==> src/hw/rtl/hcs_pkg.sv <==
// ----------------------------------------------------------------------------
// hcs_pkg: shared types, codes and mod-26 helpers
// Constants, status and register codes, and the small arithmetic functions
// used by the key preparation and the block multiply.
// ----------------------------------------------------------------------------
package hcs_pkg;

    localparam int MAX_BLOCK = 3;
    localparam int KEY_W     = 45;

    localparam logic [4:0] PAD_LETTER = 5'd23;   // 'X' - 'A'
    localparam logic [6:0] ASCII_A    = 7'd65;
    localparam logic [7:0] ASCII_UA   = 8'd65;
    localparam logic [7:0] ASCII_UZ   = 8'd90;
    localparam logic [7:0] ASCII_LA   = 8'd97;
    localparam logic [7:0] ASCII_LZ   = 8'd122;

    // key prep pipeline depth, counted from the config write
    localparam logic [2:0] DRV_LAT = 3'd4;

    // entries outside the upper-left 2x2 corner of the 3x3 key
    localparam logic [8:0] OUTER_MASK = 9'b1_1110_0100;

    typedef enum logic [1:0] {
        CFG_KEY   = 2'd0,
        CFG_MODE  = 2'd1,
        CFG_BSIZE = 2'd2
    } t_cfg_idx;

    typedef enum logic [1:0] {
        ST_OK   = 2'd0,
        ST_KEY  = 2'd1,
        ST_PART = 2'd2
    } t_status;

    typedef struct packed {
        logic [8:0][4:0] mat;   // applied matrix, row major
        logic            bad;   // decrypt with a singular key
        logic            mode;  // 1: decrypt
        logic            n3;    // 3x3 blocks
        logic            busy;  // derived matrix not settled yet
    } t_key_info;

    function automatic logic [9:0] mul5(input logic [4:0] a, input logic [4:0] b);
        mul5 = 10'(a) * 10'(b);
    endfunction

    // x mod 26 for x < 2048: reciprocal estimate, then one correction
    function automatic logic [4:0] mod26(input logic [10:0] x);
        logic [22:0] p;
        logic [10:0] r;
        p = 23'(x) * 23'd2520;
        r = x - 11'(11'(p[22:16]) * 11'd26);
        mod26 = (r >= 11'd26) ? 5'(r - 11'd26) : 5'(r);
    endfunction

    function automatic logic [4:0] red26(input logic [4:0] x);
        red26 = (x >= 5'd26) ? x - 5'd26 : x;
    endfunction

    function automatic logic [4:0] neg26(input logic [4:0] x);
        neg26 = (x == 5'd0) ? 5'd0 : 5'd26 - x;
    endfunction

    // multiplicative inverse mod 26, 0 when none exists
    function automatic logic [4:0] inv26(input logic [4:0] d);
        case (d)
            5'd1:    inv26 = 5'd1;
            5'd3:    inv26 = 5'd9;
            5'd5:    inv26 = 5'd21;
            5'd7:    inv26 = 5'd15;
            5'd9:    inv26 = 5'd3;
            5'd11:   inv26 = 5'd19;
            5'd15:   inv26 = 5'd7;
            5'd17:   inv26 = 5'd23;
            5'd19:   inv26 = 5'd11;
            5'd21:   inv26 = 5'd5;
            5'd23:   inv26 = 5'd17;
            5'd25:   inv26 = 5'd25;
            default: inv26 = 5'd0;
        endcase
    endfunction

endpackage

==> src/hw/rtl/hcs_key_prep.sv <==
// ----------------------------------------------------------------------------
// hcs_key_prep: key matrix preparation
// Reduces the key entries, forms cofactors, determinant and its inverse, and
// registers the matrix applied to each block. Four register stages.
// ----------------------------------------------------------------------------
module hcs_key_prep
    import hcs_pkg::*;
(
    input  logic               i_clk,
    input  logic               i_rst_n,
    input  logic               i_cfg_we,
    input  logic [KEY_W-1:0]   i_key,
    input  logic               i_mode,
    input  logic [1:0]         i_bsize,
    output t_key_info          o_info
);

    logic [8:0][4:0] r_k, n_k;
    logic [8:0][4:0] r_cof, n_cof;
    logic [8:0][4:0] r_mat, n_mat;
    logic            r_mode, r_n3, r_bad;
    logic [4:0]      r_invd;
    logic [10:0]     n_det_sum;
    logic [2:0]      r_cnt;

    // stage A: reduced key, masked down to 2x2 when needed
    always_comb begin
        for (int i = 0; i < 9; i++) begin
            if (i_bsize != 2'd3 && OUTER_MASK[i]) begin
                n_k[i] = 5'd0;
            end else begin
                n_k[i] = red26(i_key[5*i +: 5]);
            end
        end
    end

    // stage B: cofactors
    always_comb begin
        int r0, r1, c0, c1;
        logic [4:0] mnr;
        r0    = 0;
        r1    = 0;
        c0    = 0;
        c1    = 0;
        mnr   = 5'd0;
        n_cof = '0;
        if (r_n3) begin
            for (int r = 0; r < 3; r++) begin
                for (int c = 0; c < 3; c++) begin
                    r0 = (r == 0) ? 1 : 0;
                    r1 = (r == 2) ? 1 : 2;
                    c0 = (c == 0) ? 1 : 0;
                    c1 = (c == 2) ? 1 : 2;
                    mnr = mod26(11'(mul5(r_k[r0*3+c0], r_k[r1*3+c1])) + 11'd676
                                - 11'(mul5(r_k[r0*3+c1], r_k[r1*3+c0])));
                    n_cof[r*3+c] = (((r + c) & 1) == 1) ? neg26(mnr) : mnr;
                end
            end
        end else begin
            n_cof[0] = r_k[4];
            n_cof[1] = neg26(r_k[3]);
            n_cof[3] = neg26(r_k[1]);
            n_cof[4] = r_k[0];
        end
    end

    // stage C: determinant along row 0
    assign n_det_sum = 11'(mul5(r_k[0], r_cof[0])) + 11'(mul5(r_k[1], r_cof[1]))
                     + 11'(mul5(r_k[2], r_cof[2]));

    // stage D: adjugate times inverse determinant, or the key itself
    always_comb begin
        for (int r = 0; r < 3; r++) begin
            for (int c = 0; c < 3; c++) begin
                n_mat[r*3+c] = r_mode ? mod26(11'(mul5(r_invd, r_cof[c*3+r])))
                                      : r_k[r*3+c];
            end
        end
    end

    always_ff @(posedge i_clk) begin
        r_k    <= n_k;
        r_cof  <= n_cof;
        r_invd <= inv26(mod26(n_det_sum));
        r_mat  <= n_mat;
        r_bad  <= r_mode && (r_invd == 5'd0);
    end

    always_ff @(posedge i_clk) begin
        if (!i_rst_n) begin
            r_mode <= 1'b0;
            r_n3   <= 1'b0;
            r_cnt  <= DRV_LAT;
        end else begin
            r_mode <= i_mode;
            r_n3   <= (i_bsize == 2'd3);
            if (i_cfg_we) begin
                r_cnt <= DRV_LAT;
            end else if (r_cnt != 3'd0) begin
                r_cnt <= r_cnt - 3'd1;
            end
        end
    end

    assign o_info.mat  = r_mat;
    assign o_info.bad  = r_bad;
    assign o_info.mode = r_mode;
    assign o_info.n3   = r_n3;
    assign o_info.busy = (r_cnt != 3'd0);

endmodule

==> src/hw/rtl/hill_cipher_stream.sv <==
// ----------------------------------------------------------------------------
// hill_cipher_stream: streaming Hill cipher mod 26
// Letters are gathered into blocks of 2 or 3 and multiplied by the key or
// its inverse; results leave as uppercase ASCII, one letter per item.
// ----------------------------------------------------------------------------
//  channel  | dir | handshake            | payload
//  s_axis   | in  | tvalid / tready      | tdata[7:0] char_code, tlast last
//  m_axis   | out | tvalid / tready      | tdata[6:0] letter, tuser status,
//           |     |                      | tlast last_of_run
//  cfg      | in  | i_cfg_valid/o_cfg_ready | i_cfg_index, i_cfg_data
//
//  One input item per cycle while s_axis_tready is high. A completed block
//  waits in the job register and is multiplied into the result set; its 2 or
//  3 letters (one for a short decrypt block) leave one a cycle while the
//  sink is ready. Output rate bounds the input while blocks drain, and
//  output stalls back up into s_axis. After reset or any config write,
//  s_axis_tready stays low while key prep settles. Reset: sync, active low.
// ----------------------------------------------------------------------------
module hill_cipher_stream
    import hcs_pkg::*;
(
    input  logic               i_clk,
    input  logic               i_rst_n,
    input  logic               s_axis_tvalid,
    output logic               s_axis_tready,
    input  logic [7:0]         s_axis_tdata,   // [7:0] char_code
    input  logic               s_axis_tlast,
    output logic               m_axis_tvalid,
    input  logic               m_axis_tready,
    output logic [7:0]         m_axis_tdata,   // [6:0] letter, [7] zero
    output logic [1:0]         m_axis_tuser,   // [1:0] status
    output logic               m_axis_tlast,
    input  logic               i_cfg_valid,
    output logic               o_cfg_ready,
    input  logic [1:0]         i_cfg_index,
    input  logic [KEY_W-1:0]   i_cfg_data
);

    t_key_info       w_info;
    logic            w_cfg_we;

    logic [KEY_W-1:0] r_key;
    logic             r_mode;
    logic [1:0]       r_bsize;

    logic [2:0][4:0] r_buf, n_buf;
    logic [1:0]      r_fill, n_fill;

    logic            r_job_vld;
    logic [2:0][4:0] r_job_v;
    logic            r_job_err;
    logic            r_job_n3;

    logic            r_set_vld;
    logic [2:0][4:0] r_res_ltr, n_res_ltr;
    t_status         r_res_st, n_res_st;
    logic [1:0]      r_res_cnt, r_res_idx;

    logic            in_fire, out_fire, set_last, set_free, job_take;
    logic            is_up, is_lo, is_letter, wr, blk, pad_cond, job_new;
    logic [4:0]      val;
    logic [1:0]      fill_w, n_len;

    // configuration
    assign o_cfg_ready = 1'b1;
    assign w_cfg_we    = i_cfg_valid && o_cfg_ready;

    always_ff @(posedge i_clk) begin
        if (!i_rst_n) begin
            r_key   <= '0;
            r_mode  <= 1'b0;
            r_bsize <= 2'd2;
        end else if (w_cfg_we) begin
            unique case (i_cfg_index)
                CFG_KEY:   r_key   <= i_cfg_data;
                CFG_MODE:  r_mode  <= i_cfg_data[0];
                CFG_BSIZE: r_bsize <= i_cfg_data[1:0];
                default:   ;
            endcase
        end
    end

    hcs_key_prep u_key_prep (
        .i_clk    (i_clk),
        .i_rst_n  (i_rst_n),
        .i_cfg_we (w_cfg_we),
        .i_key    (r_key),
        .i_mode   (r_mode),
        .i_bsize  (r_bsize),
        .o_info   (w_info)
    );

    // handshakes
    assign out_fire      = r_set_vld && m_axis_tready;
    assign set_last      = (r_res_idx == r_res_cnt - 2'd1);
    assign set_free      = !r_set_vld || (out_fire && set_last);
    assign job_take      = r_job_vld && set_free;
    assign s_axis_tready = !w_info.busy && (!r_job_vld || job_take);
    assign in_fire       = s_axis_tvalid && s_axis_tready;

    // letter gathering
    assign is_up     = (s_axis_tdata >= ASCII_UA) && (s_axis_tdata <= ASCII_UZ);
    assign is_lo     = (s_axis_tdata >= ASCII_LA) && (s_axis_tdata <= ASCII_LZ);
    assign is_letter = is_up || is_lo;
    assign val       = is_up ? 5'(s_axis_tdata - ASCII_UA) : 5'(s_axis_tdata - ASCII_LA);
    assign n_len     = w_info.n3 ? 2'd3 : 2'd2;
    assign wr        = is_letter && (r_fill != 2'd3);
    assign fill_w    = wr ? r_fill + 2'd1 : r_fill;
    assign blk       = wr && (fill_w >= n_len);
    assign pad_cond  = s_axis_tlast && !blk && (fill_w != 2'd0) && (fill_w < n_len);
    assign job_new   = blk || pad_cond;

    always_comb begin
        n_buf = r_buf;
        if (wr) begin
            n_buf[r_fill] = val;
        end
        // encrypt pads the short final block with X
        if (pad_cond && !w_info.mode) begin
            for (int i = 0; i < 3; i++) begin
                if (2'(i) >= fill_w) begin
                    n_buf[i] = PAD_LETTER;
                end
            end
        end
        n_fill = (blk || s_axis_tlast) ? 2'd0 : fill_w;
    end

    always_ff @(posedge i_clk) begin
        if (!i_rst_n) begin
            r_buf  <= '0;
            r_fill <= 2'd0;
        end else if (in_fire) begin
            r_buf  <= n_buf;
            r_fill <= n_fill;
        end
    end

    // job register
    always_ff @(posedge i_clk) begin
        if (!i_rst_n) begin
            r_job_vld <= 1'b0;
        end else if (in_fire && job_new) begin
            r_job_vld <= 1'b1;
        end else if (job_take) begin
            r_job_vld <= 1'b0;
        end
    end

    always_ff @(posedge i_clk) begin
        if (in_fire && job_new) begin
            r_job_v   <= n_buf;
            r_job_err <= pad_cond && w_info.mode;
            r_job_n3  <= w_info.n3;
        end
    end

    // block multiply
    always_comb begin
        logic [10:0] s;
        for (int r = 0; r < 3; r++) begin
            s = 11'(mul5(w_info.mat[r*3+0], r_job_v[0]))
              + 11'(mul5(w_info.mat[r*3+1], r_job_v[1]))
              + 11'(mul5(w_info.mat[r*3+2], r_job_v[2]));
            n_res_ltr[r] = (w_info.bad || r_job_err) ? 5'd0 : mod26(s);
        end
        if (w_info.bad) begin
            n_res_st = ST_KEY;
        end else if (r_job_err) begin
            n_res_st = ST_PART;
        end else begin
            n_res_st = ST_OK;
        end
    end

    // result set, drained one letter per cycle while m_axis_tready is high
    always_ff @(posedge i_clk) begin
        if (!i_rst_n) begin
            r_set_vld <= 1'b0;
            r_res_idx <= 2'd0;
        end else if (job_take) begin
            r_set_vld <= 1'b1;
            r_res_idx <= 2'd0;
        end else if (out_fire) begin
            if (set_last) begin
                r_set_vld <= 1'b0;
            end
            r_res_idx <= r_res_idx + 2'd1;
        end
    end

    always_ff @(posedge i_clk) begin
        if (job_take) begin
            r_res_ltr <= n_res_ltr;
            r_res_st  <= n_res_st;
            r_res_cnt <= r_job_err ? 2'd1 : (r_job_n3 ? 2'd3 : 2'd2);
        end
    end

    assign m_axis_tvalid = r_set_vld;
    assign m_axis_tdata  = {1'b0, ASCII_A + 7'(r_res_ltr[r_res_idx])};
    assign m_axis_tuser  = r_res_st;
    assign m_axis_tlast  = set_last;

endmodule

==> config.mk <==
export PLATFORM = sky130hd
export DESIGN_NAME = hill_cipher_stream
export DESIGN_NICKNAME = d
export VERILOG_FILES = /design/src/hw/rtl/hcs_pkg.sv /design/src/hw/rtl/hcs_key_prep.sv /design/src/hw/rtl/hill_cipher_stream.sv
export SDC_FILE = /design/constraint.sdc
export NUM_CORES = 2
export LEC_CHECK = 0
export BUFFER_PORTS_ARGS = -buffer_cell sky130_fd_sc_hd__buf_2
export CAP_MARGIN = 5
export CORE_MARGIN = 2
export CORE_UTILIZATION = 45
export DETAILED_ROUTE_END_ITERATION = 6
export SYNTH_ARGS = -nofsm -noshare
export SYNTH_HDL_FRONTEND = slang
export SYNTH_SLANG_ARGS = --single-unit
==> constraint.sdc <==
create_clock -name i_clk -period 38.2 [get_ports i_clk]
set_input_delay 1.91 -clock i_clk [delete_from_list [all_inputs] [get_ports i_clk]]
set_output_delay 1.91 -clock i_clk [all_outputs]
set_load 0.05 [all_outputs]
# Yosys cells after proc, flatten, opt, wreduce, memory -nomap -nowiden
# Memories as Yosys holds them, arrays and structs flattened. A register that Yosys moved wholly into a read port is not among the register bits.
# Cells that the tools add are included.
# Widths: inputs -> output; s select.
[op_classes]
n_lt_le_gt_ge = 43
addsub = 92
bitwise_logic = 2
n_mul = 83
eq_ne = 6
muxes = 67
n_reduce_logical = 49
[op_table]
columns = ["op", "n"]
rows = [
  ["$mul 5x5->10", 39],
  ["$mul 11x9->20 const B", 13],
  ["$mux 5", 50],
  ["$ge 11x5->1 const B", 22],
  ["$mul 10x9->19 const B", 9],
  ["$sub 5x5->5 const B", 31],
  ["$sub 11x11->11", 13],
  ["$mul 7x4->10 const B", 13],
  ["$add 10x10->11 const B", 9],
  ["$sub 10x11->11", 9],
  ["$sub 11x10->11", 9],
  ["$mul 6x4->10 const B", 9],
  ["$ge 5x5->1 const B", 9],
  ["$add 10x10->11", 4],
  ["$add 11x10->11", 4],
  ["$logic_not 5->1", 7],
  ["$mux 15", 2],
  ["$sub 5x5->5 const A", 6],
  ["$mux 10", 2],
  ["$logic_and 1x1->1", 17],
  ["$ge 8x7->1 const B", 2],
  ["$le 8x7->1 const B", 2],
  ["$bwmux 15", 1],
  ["$bmux 5 s2", 1],
  ["26 further kinds", 59],
]
[totals]
elab_cells = 394
register_bits = 246
input_bits = 61
mem_bits_ro = 160
n_memories = 1
[memory_table]
columns = ["name", "words", "width", "rd", "rd_clocked_by_memory_dff", "wr", "line", "source"]
rows = [
  ["(name not given)", 32, 5, 1, 1, 0, "hcs_pkg.sv:67", "case (d)"],
]

# Depth between registers and ports, before layout
[depth]
ltp_word = 14
mapped_depth = 58

# Cells and area by module
# A second synthesis with hierarchy kept.
[unflattened]
cells_unflattened = 11196
hier_area_um2 = 98923.6
[modules_own_cells]
columns = ["mod", "cells_per_inst", "area_each_um2", "seq_area_each_um2", "n_inst"]
rows = [
  ["hcs_key_prep", 8899, 78281.3, 2922.8, 1],
  ["hill_cipher_stream", 2297, 20642.3, 2462.4, 1],
]

# Worst setup path before layout
# Ideal clock, no wire load.
[synth_timing]
kind = "reg2reg"
start = "reg u_key_prep.r_k[6] (netlist name)"
end = "reg u_key_prep.r_invd[4]"
path_slack_ps = 25369
path_stages_with_launch = 51
setup_ps = 142
period_less_slack_ps = 12831
arrival_time_ps = 12690
path_buffers = 2
path_cell_list = "dfxtp_1 clkbuf_1 clkbuf_1 nand2_1 fa_1 fa_1 inv_1 fa_1 fa_1 fa_1 inv_1 fa_1 inv_1 fa_1 xnor2_1 inv_1 ha_1 fa_1 (+15 left out) xor2_1 fa_1 inv_1 ha_1 a21o_1 a21o_1 xnor2_1 ha_1 a211oi_1 a21oi_1 or3b_1 nand3_1 nand3b_1 nor3_4 mux2_2 and2_1 a211oi_1 a311oi_1"
[synth_via]
elab_chain_len = 8
[synth_lines]
columns = ["element", "line", "source"]
rows = [
  ["start: declaration", "hcs_key_prep.sv:18", "logic [8:0][4:0] r_k, n_k;"],
  ["start signal: assignment", "hcs_key_prep.sv:82", "r_k <= n_k;"],
  ["$mul 5x5->10 *", "hcs_pkg.sv:45", "mul5 = 10'(a) * 10'(b);"],
  ["$add 10x10->11 *", "hcs_key_prep.sv:68", "assign n_det_sum = 11'(mul5(r_k[0], r_cof[0])) + 11'(mul5(r_k[1], r_cof[1]))"],
  ["$add 11x10->11 *", "hcs_key_prep.sv:69", "+ 11'(mul5(r_k[2], r_cof[2]));"],
  ["$mul 11x9->20", "hcs_pkg.sv:52", "p = 23'(x) * 23'd2520;"],
  ["$mul 7x4->10", "hcs_pkg.sv:53", "r = x - 11'(11'(p[22:16]) * 11'd26);"],
  ["$sub 11x11->11 *", "hcs_pkg.sv:53", ""],
  ["$ge 11x5->1 / $sub 5x5->5 (equally long branches)", "hcs_pkg.sv:54", "mod26 = (r >= 11'd26) ? 5'(r - 11'd26) : 5'(r);"],
  ["$mux 5 *", "hcs_pkg.sv:54", ""],
  ["end: declaration", "hcs_key_prep.sv:22", "logic [4:0] r_invd;"],
]
# Mark *: on every way between the ends. The rest lies on a longest branch, timed or not.
# A chain may end at the register's enable or synchronous reset.

# Final worst setup path
# Same ends and word-level chain as after synthesis.

==> metrics.cfg <==
[synthesis]
yosysSeqAreaShare=0.05522
yosys.area.top_type_share=0.2843
avgSynthCellArea_um2=8.882
synth_cells=10980
async_flop_share=0
synth_area_leaders=ha_1 28%, fa_1 28%, inv_1 11%, and2_1 4.5%, dfxtp_1 4.4%
yosysMostFrequentCell=inv_1
ys_ff_latch=251
synth_edf_count=36
ys.flop_type=dfxtp_1
synth_largest_area_cell=ha_1
yosys_warnings=0
synthDistinctLibCells=96
synth_area_mm2=0.09753
yosys-top-cells-count=2894 x inv_1, 2216 x ha_1, 1374 x fa_1

[floorplan]
die-width_um=469.5
fp.dieArea_mm2=0.2205
die_h_um=469.5
io_pins=75
initial_utilization=0.4535
placementRows=170
coreArea_mm2=0.2150

[pwr]
power_mw=3.844
p_sw_frac=0.5116
p_seq_frac=0.080
vdd_drop_max_mv=0.2511
p_switching_mw=1.967
power_density_mw_per_mm2=37.48
pwr-share-comb=0.831
clkPwrFrac=0.089
cellInternalPower_mw=1.877
p_leak_nw=57.76

[routing]
antenna_left=0
wl_um=223800
avgRoutedWirePerCell_um=16.15
num_vias=69960
post-route-drc-count=0
drt-vias-per-instance=5.049
dr.pass1.iters=5
initialDrtViolationCount=2777

[layout]
layout.nets=14640
areaGrowthSynthToFinish_pct=5.179
postLayoutCoreUtil=0.4770
fin_area_mm2=0.1026
drive_gt1_frac=0.02833

[timing]
period_minus_slack_ns=14.39
timing.setup.tns_ns=0
slew_headroom=0.1682
slew_violations=0
finalHoldViolCount=0
max_freq_mhz=69.51
clock_skew_ns=0.03348
finalCritPeriodShare=0.3766
setup_viol=0
rsz0062_at_grt=false
worst_pin_slew_ns=1.246

[clock_tree]
cts_setup_buffers=0
clkLatencyLatePin_ns=0.61
ctsResizeCount=0
cts_made_buffers=35
ctsHoldBuffers=0
clock_sink_count=251
path_clk_slew_ns=0.06
clk_path_buf_depth=3
cts_root_buf=clkbuf_16
htree_levels=2
tritoncts=done

[hold_path]
hold_class=reg -> reg
hold_start=r_key[0]

[job]
cap_violations=0

[setup_path]
crit_path_end_kind=flop
cp_common_cell=fa_1
crit_type=reg -> reg
cp_slowest_cell=dfxtp_1
r2r_start=u_key_prep.r_k[6]
cp-startpoint=u_key_prep.r_k[6]
path_buf_inv=7
path_max_fanout=29
cp-start-kind=flop
crit_arrival_ns=14.85
worst_path_largest_cell_delay_ns=1.15
critPathRequiredTime_ns=38.66
crit_family=adder cells

[global_route]
grt_max_degree=72
antenna_found_initial=23
grt_pass1_wl_um=379400
grt_overflow=0
grt_pass1_vias=75060
grt_use_total=0.2094

[placement]
dpl.hpwl_um=191600
port_buffers=71
gp_congestion=0.8648
detailed_place.area_mm2=0.1014

[outcome]
status=finished, final reports clean

## layout by cell type, fill, tap and decap left out, types with 11 or more instances in the layout
| cell type | synthesis | final |
|---|---|---|
| a211oi_1 | 25 | 25 |
| fa_1 | 1374 | 1374 |
| xnor2_1 | 397 | 397 |
| o211a_1 | 11 | 11 |
| nor3b_1 | 33 | 32 |
| xor2_1 | 194 | 194 |
| a31oi_1 | 28 | 28 |
| and2_1 | 706 | 706 |
| o21a_1 | 49 | 49 |
| nand4_1 | 12 | 12 |
| a41o_1 | 21 | 21 |
| or3_1 | 36 | 36 |
| o211ai_1 | 21 | 21 |
| nor3_1 | 69 | 69 |
| buf_2 | 0 | 71 |
| a21o_1 | 182 | 182 |
| nor2_1 | 347 | 347 |
| o21ai_1 | 17 | 17 |
| mux2_2 | 31 | 31 |
| or2_2 | 24 | 24 |
| nand2b_1 | 49 | 49 |
| o21ai_0 | 227 | 227 |
| nand3_1 | 50 | 50 |
| nor2b_1 | 99 | 98 |
| o21bai_1 | 112 | 112 |
| mux2i_1 | 27 | 27 |
| a21oi_1 | 404 | 403 |
| a21boi_0 | 110 | 110 |
| ha_1 | 2216 | 2216 |
| clkbuf_16 | 0 | 35 |
| dfxtp_1 | 215 | 209 |
| edfxtp_1 | 36 | 36 |
| o2111ai_1 | 11 | 11 |
| buf_4 | 3 | 87 |
| and3_1 | 27 | 27 |
| inv_1 | 2894 | 2894 |
| o31ai_1 | 43 | 43 |
| nand2_1 | 551 | 551 |
## kinds of logic (layout without fill, tap and decap cells)
group           after synthesis  in the layout  share of synthesized area
xor+xnor                    600            600                    0.05514
fa+ha+maj                  3591           3591                     0.5664
mux                          59             59                   0.006581
compound gates             1360           1360                    0.09056
buf+inv                    3080           3113                     0.1187
flops                       251            251                    0.05522
simple gates               2037           2037                     0.1073
other cells                   2              8                 0.00007700
## final timing paths
check                               to  slack [ns]  depth (start not counted)
setup / recovery  u_key_prep.r_invd[4]       23.81                         48
hold / removal       u_key_prep.r_k[0]        0.38                          0
setup reg to reg  u_key_prep.r_invd[4]       23.81                         48
hold reg to reg      u_key_prep.r_k[0]        0.38                          0
## cell type report
class	count	area (um^2)
Timing Repair Buffer	158	1008
Sequential cell	251	5393
Multi-Input combinational cell	7650	80590
Tap cell	2838	3551
Clock inverter	18	220.2
Fill cell	20530	112500
Antenna cell	5	12.51
Inverter	2894	10860
Clock buffer	43	945.9
## power groups by stage
stage | logic (mW) | registers, mW | clock network (mW)
3_3_place_gp | 3.06 | 0.313 | 0
6_report | 3.19 | 0.308 | 0.343
2_1_floorplan | 2.54 | 0.304 | 0
3_5_place_dp | 3.18 | 0.314 | 0
5_1_grt | 3.70 | 0.309 | 0.360
4_1_cts | 3.21 | 0.308 | 0.352
## per-layer routing
layer  wire, um  vias up  global-route usage
met5         13        -                   0
met4       5512        2             0.04767
met3       7059      233             0.01451
met2     110900      854              0.3762
met1     100300    34470              0.2737
li1           -    34400                   -
## registers in the layout, indices dropped and copies added (netlist names), 2 cells and up
signal	flops
r_key	45
r_res_cnt	2
r_res_ltr	15
u_key_prep.r_cnt	3
u_key_prep.r_invd	5
r_buf	15
u_key_prep.o_info	45
u_key_prep.r_k	45
r_res_idx	2
r_bsize	2
r_fill	2
u_key_prep.r_cof	45
r_job_v	15
m_axis_tuser	2
## metrics by stage
step | std cells | worst slack [ns] | hold slack [ns]
after detailed placement | 13790 | 23.77 | 0.3678
after CTS | 13850 | 23.73 | 0.3775
after global routing | 13850 | 22.89 | 0.3863
after global placement | 13790 | 23.98 | 0.3661
after floorplan | 10980 | 25.37 | 0.3508
final | 13860 | 23.81 | 0.3789
Power figures use the tool's default switching activity.
